[src/rtl/dfr_pkg.sv]
// ----------------------------------------------------------------------------
// dfr_pkg
// Shared types and constants of the DLE frame receiver with word checksum.
// ----------------------------------------------------------------------------
package dfr_pkg;

    localparam int MAX_DATA_BYTES = 1024;
    localparam int CNT_W          = $clog2(MAX_DATA_BYTES + 1);

    localparam int CFG_IDX_W  = 3;
    localparam int CFG_DATA_W = 11;

    localparam logic [7:0]  START_BYTE_RST = 8'h20;
    localparam logic [7:0]  FLAG_BYTE_RST  = 8'h10;
    localparam logic [7:0]  ID_BYTE_RST    = 8'h2A;
    localparam logic [7:0]  END_BYTE_RST   = 8'h03;
    localparam logic [10:0] MIN_LEN_RST    = 11'd90;

    localparam logic ITEM_DATA   = 1'b0;
    localparam logic ITEM_STATUS = 1'b1;

    typedef enum logic [2:0] {
        PH_HUNT,
        PH_START,
        PH_ID,
        PH_DATA,
        PH_FLAG
    } phase_t;

    typedef enum logic [CFG_IDX_W-1:0] {
        REG_START_BYTE = 3'd0,
        REG_FLAG_BYTE  = 3'd1,
        REG_ID_BYTE    = 3'd2,
        REG_END_BYTE   = 3'd3,
        REG_MIN_LEN    = 3'd4
    } cfg_reg_t;

    typedef enum logic [2:0] {
        ST_GOOD         = 3'd0,
        ST_WRONG_ID     = 3'd1,
        ST_SHORT_FRAME  = 3'd2,
        ST_SUM_MISMATCH = 3'd3,
        ST_DATA_SHORT   = 3'd4,
        ST_OVERLONG     = 3'd5
    } frame_status_t;

    typedef struct packed {
        logic [7:0]  start_byte;
        logic [7:0]  flag_byte;
        logic [7:0]  id_byte;
        logic [7:0]  end_byte;
        logic [10:0] min_len;
    } cfg_t;

    typedef struct packed {
        logic        item_kind;
        logic [7:0]  byte_value;
        logic [9:0]  byte_index;
        logic [2:0]  frame_status;
        logic [15:0] received_sum;
        logic [15:0] computed_sum;
        logic [10:0] data_length;
        logic        run_last;
    } result_t;

    typedef struct packed {
        logic             id_wrong;
        logic [7:0]       held0;
        logic [7:0]       held1;
        logic [1:0]       held_cnt;
        logic [CNT_W-1:0] cnt;
        logic [15:0]      sum;
        logic             overlong;
    } frame_t;

    typedef struct packed {
        frame_t  f;
        logic    emit;
        result_t r;
    } push_out_t;

    typedef struct packed {
        logic       free;
        logic [1:0] count;
    } buf_status_t;

endpackage

[src/rtl/dle_frame_receiver_checksum_unit.sv]
// ----------------------------------------------------------------------------
// dle_frame_receiver_checksum_unit
// Byte-stuffed frame receiver: unstuffs data bytes, emits each with its index
// and reports per-frame status with the 16-bit word checksum.
//
//   channel | direction | handshake            | payload
//   --------+-----------+----------------------+-------------------------------
//   s_      | in        | s_valid / s_ready    | s_rx_byte
//   m_      | out       | m_valid / m_ready    | item, byte, index, status, sums
//   cfg_    | in        | cfg_valid / cfg_ready| cfg_index, cfg_data
//
// One byte per cycle is taken while the result slots are free; a byte passes
// the input register and then the result slots before its first result is offered.
// A lone flag releasing two data words fills both result slots and holds the
// input until the second is being taken; a stalled output stalls the input.
// Reset is synchronous: frame state, queue counts and registers return to
// their defaults. Configuration writes are taken in any cycle.
// ----------------------------------------------------------------------------
module dle_frame_receiver_checksum_unit (
    input  logic                           aclk,
    input  logic                           aresetn,
    input  logic                           s_valid,
    output logic                           s_ready,
    input  logic [7:0]                     s_rx_byte,
    output logic                           m_valid,
    input  logic                           m_ready,
    output logic                           m_item_kind,
    output logic [7:0]                     m_byte_value,
    output logic [9:0]                     m_byte_index,
    output logic [2:0]                     m_frame_status,
    output logic [15:0]                    m_received_sum,
    output logic [15:0]                    m_computed_sum,
    output logic [10:0]                    m_data_length,
    output logic                           m_run_last,
    input  logic                           cfg_valid,
    output logic                           cfg_ready,
    input  logic [dfr_pkg::CFG_IDX_W-1:0]  cfg_index,
    input  logic [dfr_pkg::CFG_DATA_W-1:0] cfg_data
);
    import dfr_pkg::*;

    cfg_t        cfg;
    logic        in_v_reg, in_v_next;
    logic [7:0]  in_byte_reg;
    logic        advance;
    logic [1:0]  res_cnt;
    result_t     res0, res1, m_item;
    buf_status_t buf_status;

    assign cfg_ready = 1'b1;

    dfr_cfg_regs u_cfg (
        .aclk      (aclk),
        .aresetn   (aresetn),
        .cfg_write (cfg_valid && cfg_ready),
        .cfg_index (cfg_index),
        .cfg_data  (cfg_data),
        .cfg       (cfg)
    );

    // input register: advance it whenever the result slots are free
    assign advance   = in_v_reg && buf_status.free;
    assign s_ready   = !in_v_reg || advance;
    assign in_v_next = (s_valid && s_ready) ? 1'b1 : (advance ? 1'b0 : in_v_reg);

    always_ff @(posedge aclk) begin
        if (!aresetn) begin
            in_v_reg <= 1'b0;
        end else begin
            in_v_reg <= in_v_next;
        end
    end

    always_ff @(posedge aclk) begin
        if (s_valid && s_ready) begin
            in_byte_reg <= s_rx_byte;
        end
    end

    dfr_core u_core (
        .aclk    (aclk),
        .aresetn (aresetn),
        .advance (advance),
        .rx_byte (in_byte_reg),
        .cfg     (cfg),
        .res_cnt (res_cnt),
        .res0    (res0),
        .res1    (res1)
    );

    dfr_out_buf u_obuf (
        .aclk    (aclk),
        .aresetn (aresetn),
        .load    (advance),
        .res_cnt (res_cnt),
        .res0    (res0),
        .res1    (res1),
        .m_ready (m_ready),
        .m_valid (m_valid),
        .m_item  (m_item),
        .status  (buf_status)
    );

    assign m_item_kind    = m_item.item_kind;
    assign m_byte_value   = m_item.byte_value;
    assign m_byte_index   = m_item.byte_index;
    assign m_frame_status = m_item.frame_status;
    assign m_received_sum = m_item.received_sum;
    assign m_computed_sum = m_item.computed_sum;
    assign m_data_length  = m_item.data_length;
    assign m_run_last     = m_item.run_last;

`ifndef SYNTHESIS
    a_status_is_last: assert property (@(posedge aclk) disable iff (!aresetn)
        (m_valid && m_item_kind == ITEM_STATUS) |-> m_run_last)
        else $error("status word not marked last");

    a_data_no_status: assert property (@(posedge aclk) disable iff (!aresetn)
        (m_valid && m_item_kind == ITEM_DATA) |-> (m_frame_status == ST_GOOD))
        else $error("data word carries a frame status");

    a_full_stalls_input: assert property (@(posedge aclk) disable iff (!aresetn)
        (buf_status.count == 2'd2 && in_v_reg) |-> !s_ready)
        else $error("input taken while result slots full");

    a_count_range: assert property (@(posedge aclk) disable iff (!aresetn)
        buf_status.count != 2'd3)
        else $error("result slot count out of range");
`endif

endmodule

[src/rtl/dfr_cfg_regs.sv]
// ----------------------------------------------------------------------------
// dfr_cfg_regs
// Configuration register file: marker bytes, id and minimum data length.
// ----------------------------------------------------------------------------
module dfr_cfg_regs (
    input  logic                           aclk,
    input  logic                           aresetn,
    input  logic                           cfg_write,
    input  logic [dfr_pkg::CFG_IDX_W-1:0]  cfg_index,
    input  logic [dfr_pkg::CFG_DATA_W-1:0] cfg_data,
    output dfr_pkg::cfg_t                  cfg
);
    import dfr_pkg::*;

    cfg_t cfg_reg;
    cfg_t cfg_next;

    always_comb begin
        cfg_next = cfg_reg;
        if (cfg_write) begin
            unique case (cfg_reg_t'(cfg_index))
                REG_START_BYTE: cfg_next.start_byte = cfg_data[7:0];
                REG_FLAG_BYTE:  cfg_next.flag_byte  = cfg_data[7:0];
                REG_ID_BYTE:    cfg_next.id_byte    = cfg_data[7:0];
                REG_END_BYTE:   cfg_next.end_byte   = cfg_data[7:0];
                REG_MIN_LEN:    cfg_next.min_len    = cfg_data[10:0];
                default: ;
            endcase
        end
    end

    always_ff @(posedge aclk) begin
        if (!aresetn) begin
            cfg_reg.start_byte <= START_BYTE_RST;
            cfg_reg.flag_byte  <= FLAG_BYTE_RST;
            cfg_reg.id_byte    <= ID_BYTE_RST;
            cfg_reg.end_byte   <= END_BYTE_RST;
            cfg_reg.min_len    <= MIN_LEN_RST;
        end else begin
            cfg_reg <= cfg_next;
        end
    end

    assign cfg = cfg_reg;

endmodule

[src/rtl/dfr_core.sv]
// ----------------------------------------------------------------------------
// dfr_core
// Frame state machine: marker hunt, unstuffing, two-byte hold-back, word sum
// and end-of-frame status. Produces up to two results per received byte.
// ----------------------------------------------------------------------------
module dfr_core (
    input  logic             aclk,
    input  logic             aresetn,
    input  logic             advance,
    input  logic [7:0]       rx_byte,
    input  dfr_pkg::cfg_t    cfg,
    output logic [1:0]       res_cnt,
    output dfr_pkg::result_t res0,
    output dfr_pkg::result_t res1
);
    import dfr_pkg::*;

    phase_t    phase_reg, phase_next;
    frame_t    fs_reg, fs_next;
    push_out_t p_data, p_flag, p_lone;
    logic [15:0] rx_sum;
    result_t   st_item;

    // One unstuffed byte into the hold-back pair; when full, the oldest leaves as data unless overlong.
    function automatic push_out_t push_byte(frame_t f, logic [7:0] b);
        push_out_t o;
        o      = '0;
        o.f    = f;
        if (f.held_cnt != 2'd2) begin
            if (f.held_cnt == 2'd0) begin
                o.f.held0 = b;
            end else begin
                o.f.held1 = b;
            end
            o.f.held_cnt = f.held_cnt + 2'd1;
        end else begin
            o.f.held0 = f.held1;
            o.f.held1 = b;
            if (f.cnt >= CNT_W'(MAX_DATA_BYTES)) begin
                o.f.overlong = 1'b1;
            end else begin
                // odd index is the high byte of its word
                o.f.sum = f.sum + (f.cnt[0] ? {f.held0, 8'h00} : {8'h00, f.held0});
                o.f.cnt = f.cnt + CNT_W'(1);
                o.emit  = 1'b1;
                o.r.item_kind  = ITEM_DATA;
                o.r.byte_value = f.held0;
                o.r.byte_index = 10'(32'(f.cnt));
            end
        end
        return o;
    endfunction

    always_comb begin
        p_data = push_byte(fs_reg, rx_byte);
        p_flag = push_byte(fs_reg, cfg.flag_byte);
        p_lone = push_byte(p_flag.f, rx_byte);

        rx_sum = (fs_reg.held_cnt == 2'd2) ? {fs_reg.held1, fs_reg.held0} : 16'h0000;
        st_item = '0;
        st_item.item_kind    = ITEM_STATUS;
        st_item.received_sum = rx_sum;
        st_item.computed_sum = fs_reg.sum;
        st_item.data_length  = 11'(32'(fs_reg.cnt));
        if (fs_reg.id_wrong) begin
            st_item.frame_status = ST_WRONG_ID;
        end else if (fs_reg.held_cnt != 2'd2) begin
            st_item.frame_status = ST_SHORT_FRAME;
        end else if (fs_reg.overlong) begin
            st_item.frame_status = ST_OVERLONG;
        end else if (rx_sum != fs_reg.sum) begin
            st_item.frame_status = ST_SUM_MISMATCH;
        end else if (32'(fs_reg.cnt) < 32'(cfg.min_len)) begin
            st_item.frame_status = ST_DATA_SHORT;
        end else begin
            st_item.frame_status = ST_GOOD;
        end

        phase_next = phase_reg;
        fs_next    = fs_reg;
        res_cnt    = 2'd0;
        res0       = '0;
        res1       = '0;

        unique case (phase_reg)
            PH_HUNT: begin
                if (rx_byte == cfg.start_byte) begin
                    phase_next = PH_START;
                end
            end
            PH_START: begin
                if (rx_byte == cfg.flag_byte) begin
                    phase_next = PH_ID;
                end else if (rx_byte != cfg.start_byte) begin
                    phase_next = PH_HUNT;
                end
            end
            PH_ID: begin
                fs_next          = '0;
                fs_next.id_wrong = (rx_byte != cfg.id_byte);
                phase_next       = PH_DATA;
            end
            PH_DATA: begin
                if (rx_byte == cfg.flag_byte) begin
                    phase_next = PH_FLAG;
                end else begin
                    fs_next = p_data.f;
                    res0    = p_data.r;
                    res_cnt = {1'b0, p_data.emit};
                end
            end
            PH_FLAG: begin
                if (rx_byte == cfg.flag_byte) begin
                    fs_next    = p_flag.f;
                    res0       = p_flag.r;
                    res_cnt    = {1'b0, p_flag.emit};
                    phase_next = PH_DATA;
                end else if (rx_byte == cfg.end_byte) begin
                    res0       = st_item;
                    res_cnt    = 2'd1;
                    phase_next = PH_HUNT;
                end else begin
                    // lone flag: keep it and the byte after it as data
                    fs_next    = p_lone.f;
                    phase_next = PH_DATA;
                    if (p_flag.emit && p_lone.emit) begin
                        res0    = p_flag.r;
                        res1    = p_lone.r;
                        res_cnt = 2'd2;
                    end else if (p_flag.emit) begin
                        res0    = p_flag.r;
                        res_cnt = 2'd1;
                    end else if (p_lone.emit) begin
                        res0    = p_lone.r;
                        res_cnt = 2'd1;
                    end
                end
            end
            default: phase_next = PH_HUNT;
        endcase

        if (res_cnt == 2'd2) begin
            res1.run_last = 1'b1;
        end else if (res_cnt == 2'd1) begin
            res0.run_last = 1'b1;
        end
    end

    always_ff @(posedge aclk) begin
        if (!aresetn) begin
            phase_reg <= PH_HUNT;
            fs_reg    <= '0;
        end else if (advance) begin
            phase_reg <= phase_next;
            fs_reg    <= fs_next;
        end
    end

endmodule

[src/rtl/dfr_out_buf.sv]
// ----------------------------------------------------------------------------
// dfr_out_buf
// Two-slot result register: holds the results of one byte and drains them
// one word per cycle towards the result channel while it is ready.
// ----------------------------------------------------------------------------
module dfr_out_buf (
    input  logic                 aclk,
    input  logic                 aresetn,
    input  logic                 load,
    input  logic [1:0]           res_cnt,
    input  dfr_pkg::result_t     res0,
    input  dfr_pkg::result_t     res1,
    input  logic                 m_ready,
    output logic                 m_valid,
    output dfr_pkg::result_t     m_item,
    output dfr_pkg::buf_status_t status
);
    import dfr_pkg::*;

    result_t    slot0_reg, slot0_next;
    result_t    slot1_reg, slot1_next;
    logic [1:0] cnt_reg, cnt_next;
    logic       pop;

    assign m_valid = (cnt_reg != 2'd0);
    assign m_item  = slot0_reg;
    assign pop     = m_valid && m_ready;

    // free when nothing will be left after this cycle's pop
    assign status.free  = (cnt_reg == 2'd0) || ((cnt_reg == 2'd1) && m_ready);
    assign status.count = cnt_reg;

    always_comb begin
        slot0_next = slot0_reg;
        slot1_next = slot1_reg;
        cnt_next   = cnt_reg;
        if (pop) begin
            slot0_next = slot1_reg;
            cnt_next   = cnt_reg - 2'd1;
        end
        if (load) begin
            slot0_next = res0;
            slot1_next = res1;
            cnt_next   = res_cnt;
        end
    end

    always_ff @(posedge aclk) begin
        if (!aresetn) begin
            cnt_reg <= 2'd0;
        end else begin
            cnt_reg <= cnt_next;
        end
    end

    always_ff @(posedge aclk) begin
        slot0_reg <= slot0_next;
        slot1_reg <= slot1_next;
    end

endmodule

[config.mk]
export PLATFORM = sky130hd
export DESIGN_NAME = dle_frame_receiver_checksum_unit
export DESIGN_NICKNAME = d
export VERILOG_FILES = /design/src/rtl/dfr_pkg.sv /design/src/rtl/dle_frame_receiver_checksum_unit.sv /design/src/rtl/dfr_cfg_regs.sv /design/src/rtl/dfr_core.sv /design/src/rtl/dfr_out_buf.sv
export SDC_FILE = /design/constraint.sdc
export NUM_CORES = 1
export LEC_CHECK = 0
export ABC_AREA = 1
export BUFFER_PORTS_ARGS = -buffer_cell sky130_fd_sc_hd__buf_2
export CORE_MARGIN = 3
export CORE_UTILIZATION = 50
export CTS_BUF_LIST = sky130_fd_sc_hd__clkbuf_4
export CTS_CLUSTER_SIZE = 12
export DETAILED_ROUTE_END_ITERATION = 8
export GPL_TIMING_DRIVEN = 1
export PLACE_DENSITY = 0.68
export SYNTH_ARGS = -nofsm -noshare
export SYNTH_HDL_FRONTEND = slang
export SYNTH_SLANG_ARGS = --single-unit
[constraint.sdc]
create_clock -name aclk -period 4.2 [get_ports aclk]
set_clock_uncertainty 0.2 [all_clocks]
set_input_delay 0.63 -clock aclk [delete_from_list [all_inputs] [get_ports aclk]]
set_output_delay 0.63 -clock aclk [all_outputs]
set_load 0.05 [all_outputs]
==> impl_metrics.py <==
metrics = {
    "place": {
        "postPlaceCellArea_um2": 12900,
        "place_hpwl_um": 26700,
        "gp_congestion": 0.982,
        "portBuffers": 94,
        "placed_cells": 2045,
        "post-place-ws_ns": 0.181,
    },
    "sta": {
        "fin_crit_ns": 3.90,
        "fin_tns_setup_ns": 0,
        "worst_pin_slew_ns": 0.839,
        "fmax_mhz": 256,
        "maxSlewHeadroom": 0.436,
        "setup_slack_ns": 0.295,
        "slew_violations": 0,
        "hold_viol_final": 0,
        "rsz0062_at_grt": "false",
        "post-route-period-util": 0.930,
        "holdWs_ns": 0.0913,
        "setup-violations-final": 0,
    },
    "clock_network": {
        "cts.sinks": 189,
        "cts_tree": "done",
        "cts_made_buffers": 17,
        "clockBufferDepth": 2,
        "cts_root_buf": "clkbuf_4",
        "cts_max_level": 4,
        "path_clk_slew_ns": 0.17,
        "clock_latency_ns": 0.62,
    },
    "synth": {
        "synth_edf_count": 93,
        "ys_ff_latch": 189,
        "netlist_instances": 1659,
        "synth-main-ff-cell": "dfxtp_1",
        "async_reset_ff_frac": 0,
        "syn-cell-area_um2": 12100,
        "ys_seq_area_frac": 0.388,
        "synth_nets": 1742,
        "synth.distinct_cells": 56,
        "yosysWarnings": 0,
        "yosysTopAreaCellShare": 0.230,
        "avgSynthCellArea_um2": 7.32,
        "yosysTopAreaCell": "edfxtp_1",
        "synth.area.top_cells": "edfxtp_1, dfxtp_1, nand2_1, nor2_1, o21ai_0",
    },
    "layout": {
        "largest_reg_flops": 66,
        "fin_cells": 2088,
        "fillers": 2318,
        "final_area_um2": 13300,
        "syn_to_final_growth_pct": 9.87,
        "fin_util": 0.563,
        "nets": 1838,
        "drive_above_1_share": 0.136,
        "multi_input_area_um2": 6370,
        "regArea_um2": 4720,
    },
    "global_route": {
        "track_usage": 0.267,
        "grt_pass1_wl_um": 55500,
        "grt_pass1_vias": 10300,
        "grt_max_degree": 69,
        "antenna_found_initial": 1,
        "overflow": 0,
    },
    "min_path": {
        "min_path_type": "primary input to flip-flop",
        "hp-start": "cfg_data[8]",
        "whs_path_depth": 3,
        "min_to": "u_cfg.cfg[8]",
    },
    "worst_setup_path": {
        "r2r-end": "u_core.fs_reg[16]",
        "cpLargestDelayFamily": "simple AND/OR/NAND/NOR gates",
        "end_kind": "flip-flop",
        "max_stage_delay_ns": 0.41,
        "critical_path.max_fanout": 4,
        "crit_path_frequent_cell": "nand2_1",
        "rr_worst_depth": 27,
        "cpMaxStageDelayCell": "dfxtp_1",
        "cp-start-kind": "flip-flop",
        "timing.rr.start": "u_core.fs_reg[38]",
        "crit_type": "flip-flop to flip-flop",
        "critPathArrivalTime_ns": 4.25,
        "regToRegSetupSlack_ns": 0.30,
        "critical_path_cell_count": 27,
        "cp.required_ns": 4.54,
        "critPathBufInv": 4,
    },
    "power_and_ir_drop": {
        "p_per_area_nw_per_um2": 385,
        "ir_drop_v": 0.000360,
        "p_leak_nw": 5.87,
        "total_power_mw": 5.14,
    },
    "drt": {
        "drc_errors": 0,
        "viasPerCell": 5.49,
        "wl_um": 35300,
        "ant_nets": 0,
        "drtIter0Drc": 1249,
        "vias": 11500,
        "wl_per_cell_um": 16.9,
        "dr.pass1.iters": 8,
    },
    "floorplan": {
        "die_area_um2": 26200,
        "initial_utilization": 0.512,
        "core_area_um2": 23700,
        "fp.dieH_um": 162,
        "num_io_pins": 96,
        "row_count": 56,
        "die_w_um": 162,
    },
    "status": {
        "status": "finished clean",
    },
    "job": {
        "cap_violations": 0,
    },
}
power by group:
part	total (mW)	leakage, nW	internal (mW)	switching, mW
Clock	1.07	0.155	0.325	0.741
Sequential	2.44	1.70	2.35	0.0845
Combinational	1.64	4.01	0.297	1.34
Total	5.14	5.87	2.98	2.16
cells by family (layout without fill, tap and decap cells):
group	after synthesis	count (layout)	synth area share
buffers and inverters	247	356	0.0872
xor gates and xnor gates	50	50	0.0382
and+or+nand+nor	751	751	0.263
adders and majority gates	56	56	0.0590
other	1	2	0.000309
DFF	189	189	0.388
AOI/OAI and AO/OA	365	365	0.164
cells in the mapped netlist, types with 3 or more instances:
| cell | instances |
|---|---|
| nand2_1 | 348 |
| nor2_1 | 246 |
| o21ai_0 | 182 |
| inv_1 | 166 |
| a21oi_1 | 112 |
| dfxtp_1 | 96 |
| edfxtp_1 | 93 |
| nand3_1 | 71 |
| ha_1 | 54 |
| xor2_1 | 29 |
| clkbuf_1 | 25 |
| buf_2 | 20 |
| or2_2 | 20 |
| xnor2_1 | 19 |
| nand4_1 | 18 |
| o21ai_1 | 17 |
| nor3_1 | 13 |
| buf_4 | 12 |
| inv_2 | 11 |
| o211ai_1 | 10 |
| nand2_2 | 9 |
| a211oi_1 | 8 |
| buf_6 | 7 |
| a31oi_1 | 6 |
| nor2_2 | 6 |
| nor2_4 | 6 |
| o21a_1 | 6 |
| o21bai_1 | 6 |
| a21o_1 | 4 |
| o211ai_2 | 3 |
| o22ai_1 | 3 |
layout by cell type (no fill, tap or decap), types with 3 or more instances in the layout:
cell type and count:
a211oi_1 8, a21o_1 4, a21oi_1 112, a31oi_1 6, buf_2 94, buf_4 41
clkbuf_4 17, clkinv_1 3, clkinv_4 3, dfxtp_1 95, dlygate4sd3_1 8, edfxtp_1 93
ha_1 54, inv_1 166, inv_2 11, inv_8 5, nand2_1 348, nand2_2 9
nand3_1 71, nand4_1 18, nor2_1 246, nor2_2 6, nor2_4 6, nor3_1 13
o211ai_1 10, o211ai_2 3, o21a_1 5, o21ai_0 180, o21ai_1 18, o21ai_2 3
o21bai_1 6, o22ai_1 3, or2_2 20, xnor2_1 19, xor2_1 29
what timing repair did:
item	4_1_cts	5_1_grt
hold buffers	8	0
endpoints found under the hold margin	8	0
setup buffers	0	2
setup endpoints to repair	0	4
resized for setup	0	5
layer usage:
layer	share of wire	global-route usage	routed length, um
met1	0.46	0.399	16400
met2	0.43	0.409	15300
met3	0.083	0.0314	2950
met4	0.019	0.0760	677
met5	0	0	0
worst register-to-register path: stages (launching register included):
cell     delay [ns]
dfxtp_1        0.41
inv_1          0.08
nor2_1         0.10
ha_1           0.18
inv_1          0.07
fa_1           0.38
inv_1          0.12
nand3_1        0.09
nand2_1        0.12
inv_1          0.07
o21ai_1        0.21
nand2_1        0.10
nand2_1        0.07
nand2_1        0.05
nand3_1        0.06
o21ai_0        0.16
ha_1           0.37
nand2_1        0.09
nand2_1        0.07
nand2_1        0.06
nand2_1        0.04
a21oi_1        0.16
nand2_1        0.08
nand2_1        0.08
nand4_1        0.10
a21oi_1        0.16
nand2_1        0.07
a21oi_1        0.12
worst max path at each step:
stage	startpoint	endpoint	slack, ns
2_1_floorplan	u_core.fs_reg[17]	u_core.fs_reg[14]	0.47
6_report	u_core.fs_reg[38]	u_core.fs_reg[16]	0.30
3_3_place_gp	u_core.fs_reg[17]	u_core.fs_reg[14]	0.27
5_1_grt	u_core.fs_reg[38]	u_core.fs_reg[16]	0.004
4_1_cts	u_core.fs_reg[17]	u_core.fs_reg[16]	0.12
3_5_place_dp	u_core.fs_reg[17]	u_core.fs_reg[16]	0.18
area by class of cell:
| type | count | share of cell area |
|---|---|---|
| tap | 319 | 0.0299 |
| antenna | 1 | 0.000188 |
| sequential | 189 | 0.354 |
| timing repair buffer | 143 | 0.0644 |
| clock inverter | 15 | 0.0129 |
| multi-input combinational | 1223 | 0.478 |
| inverter | 181 | 0.0515 |
| clock buffer | 17 | 0.00957 |
No activity file was read; power rests on OpenSTA's default activity.
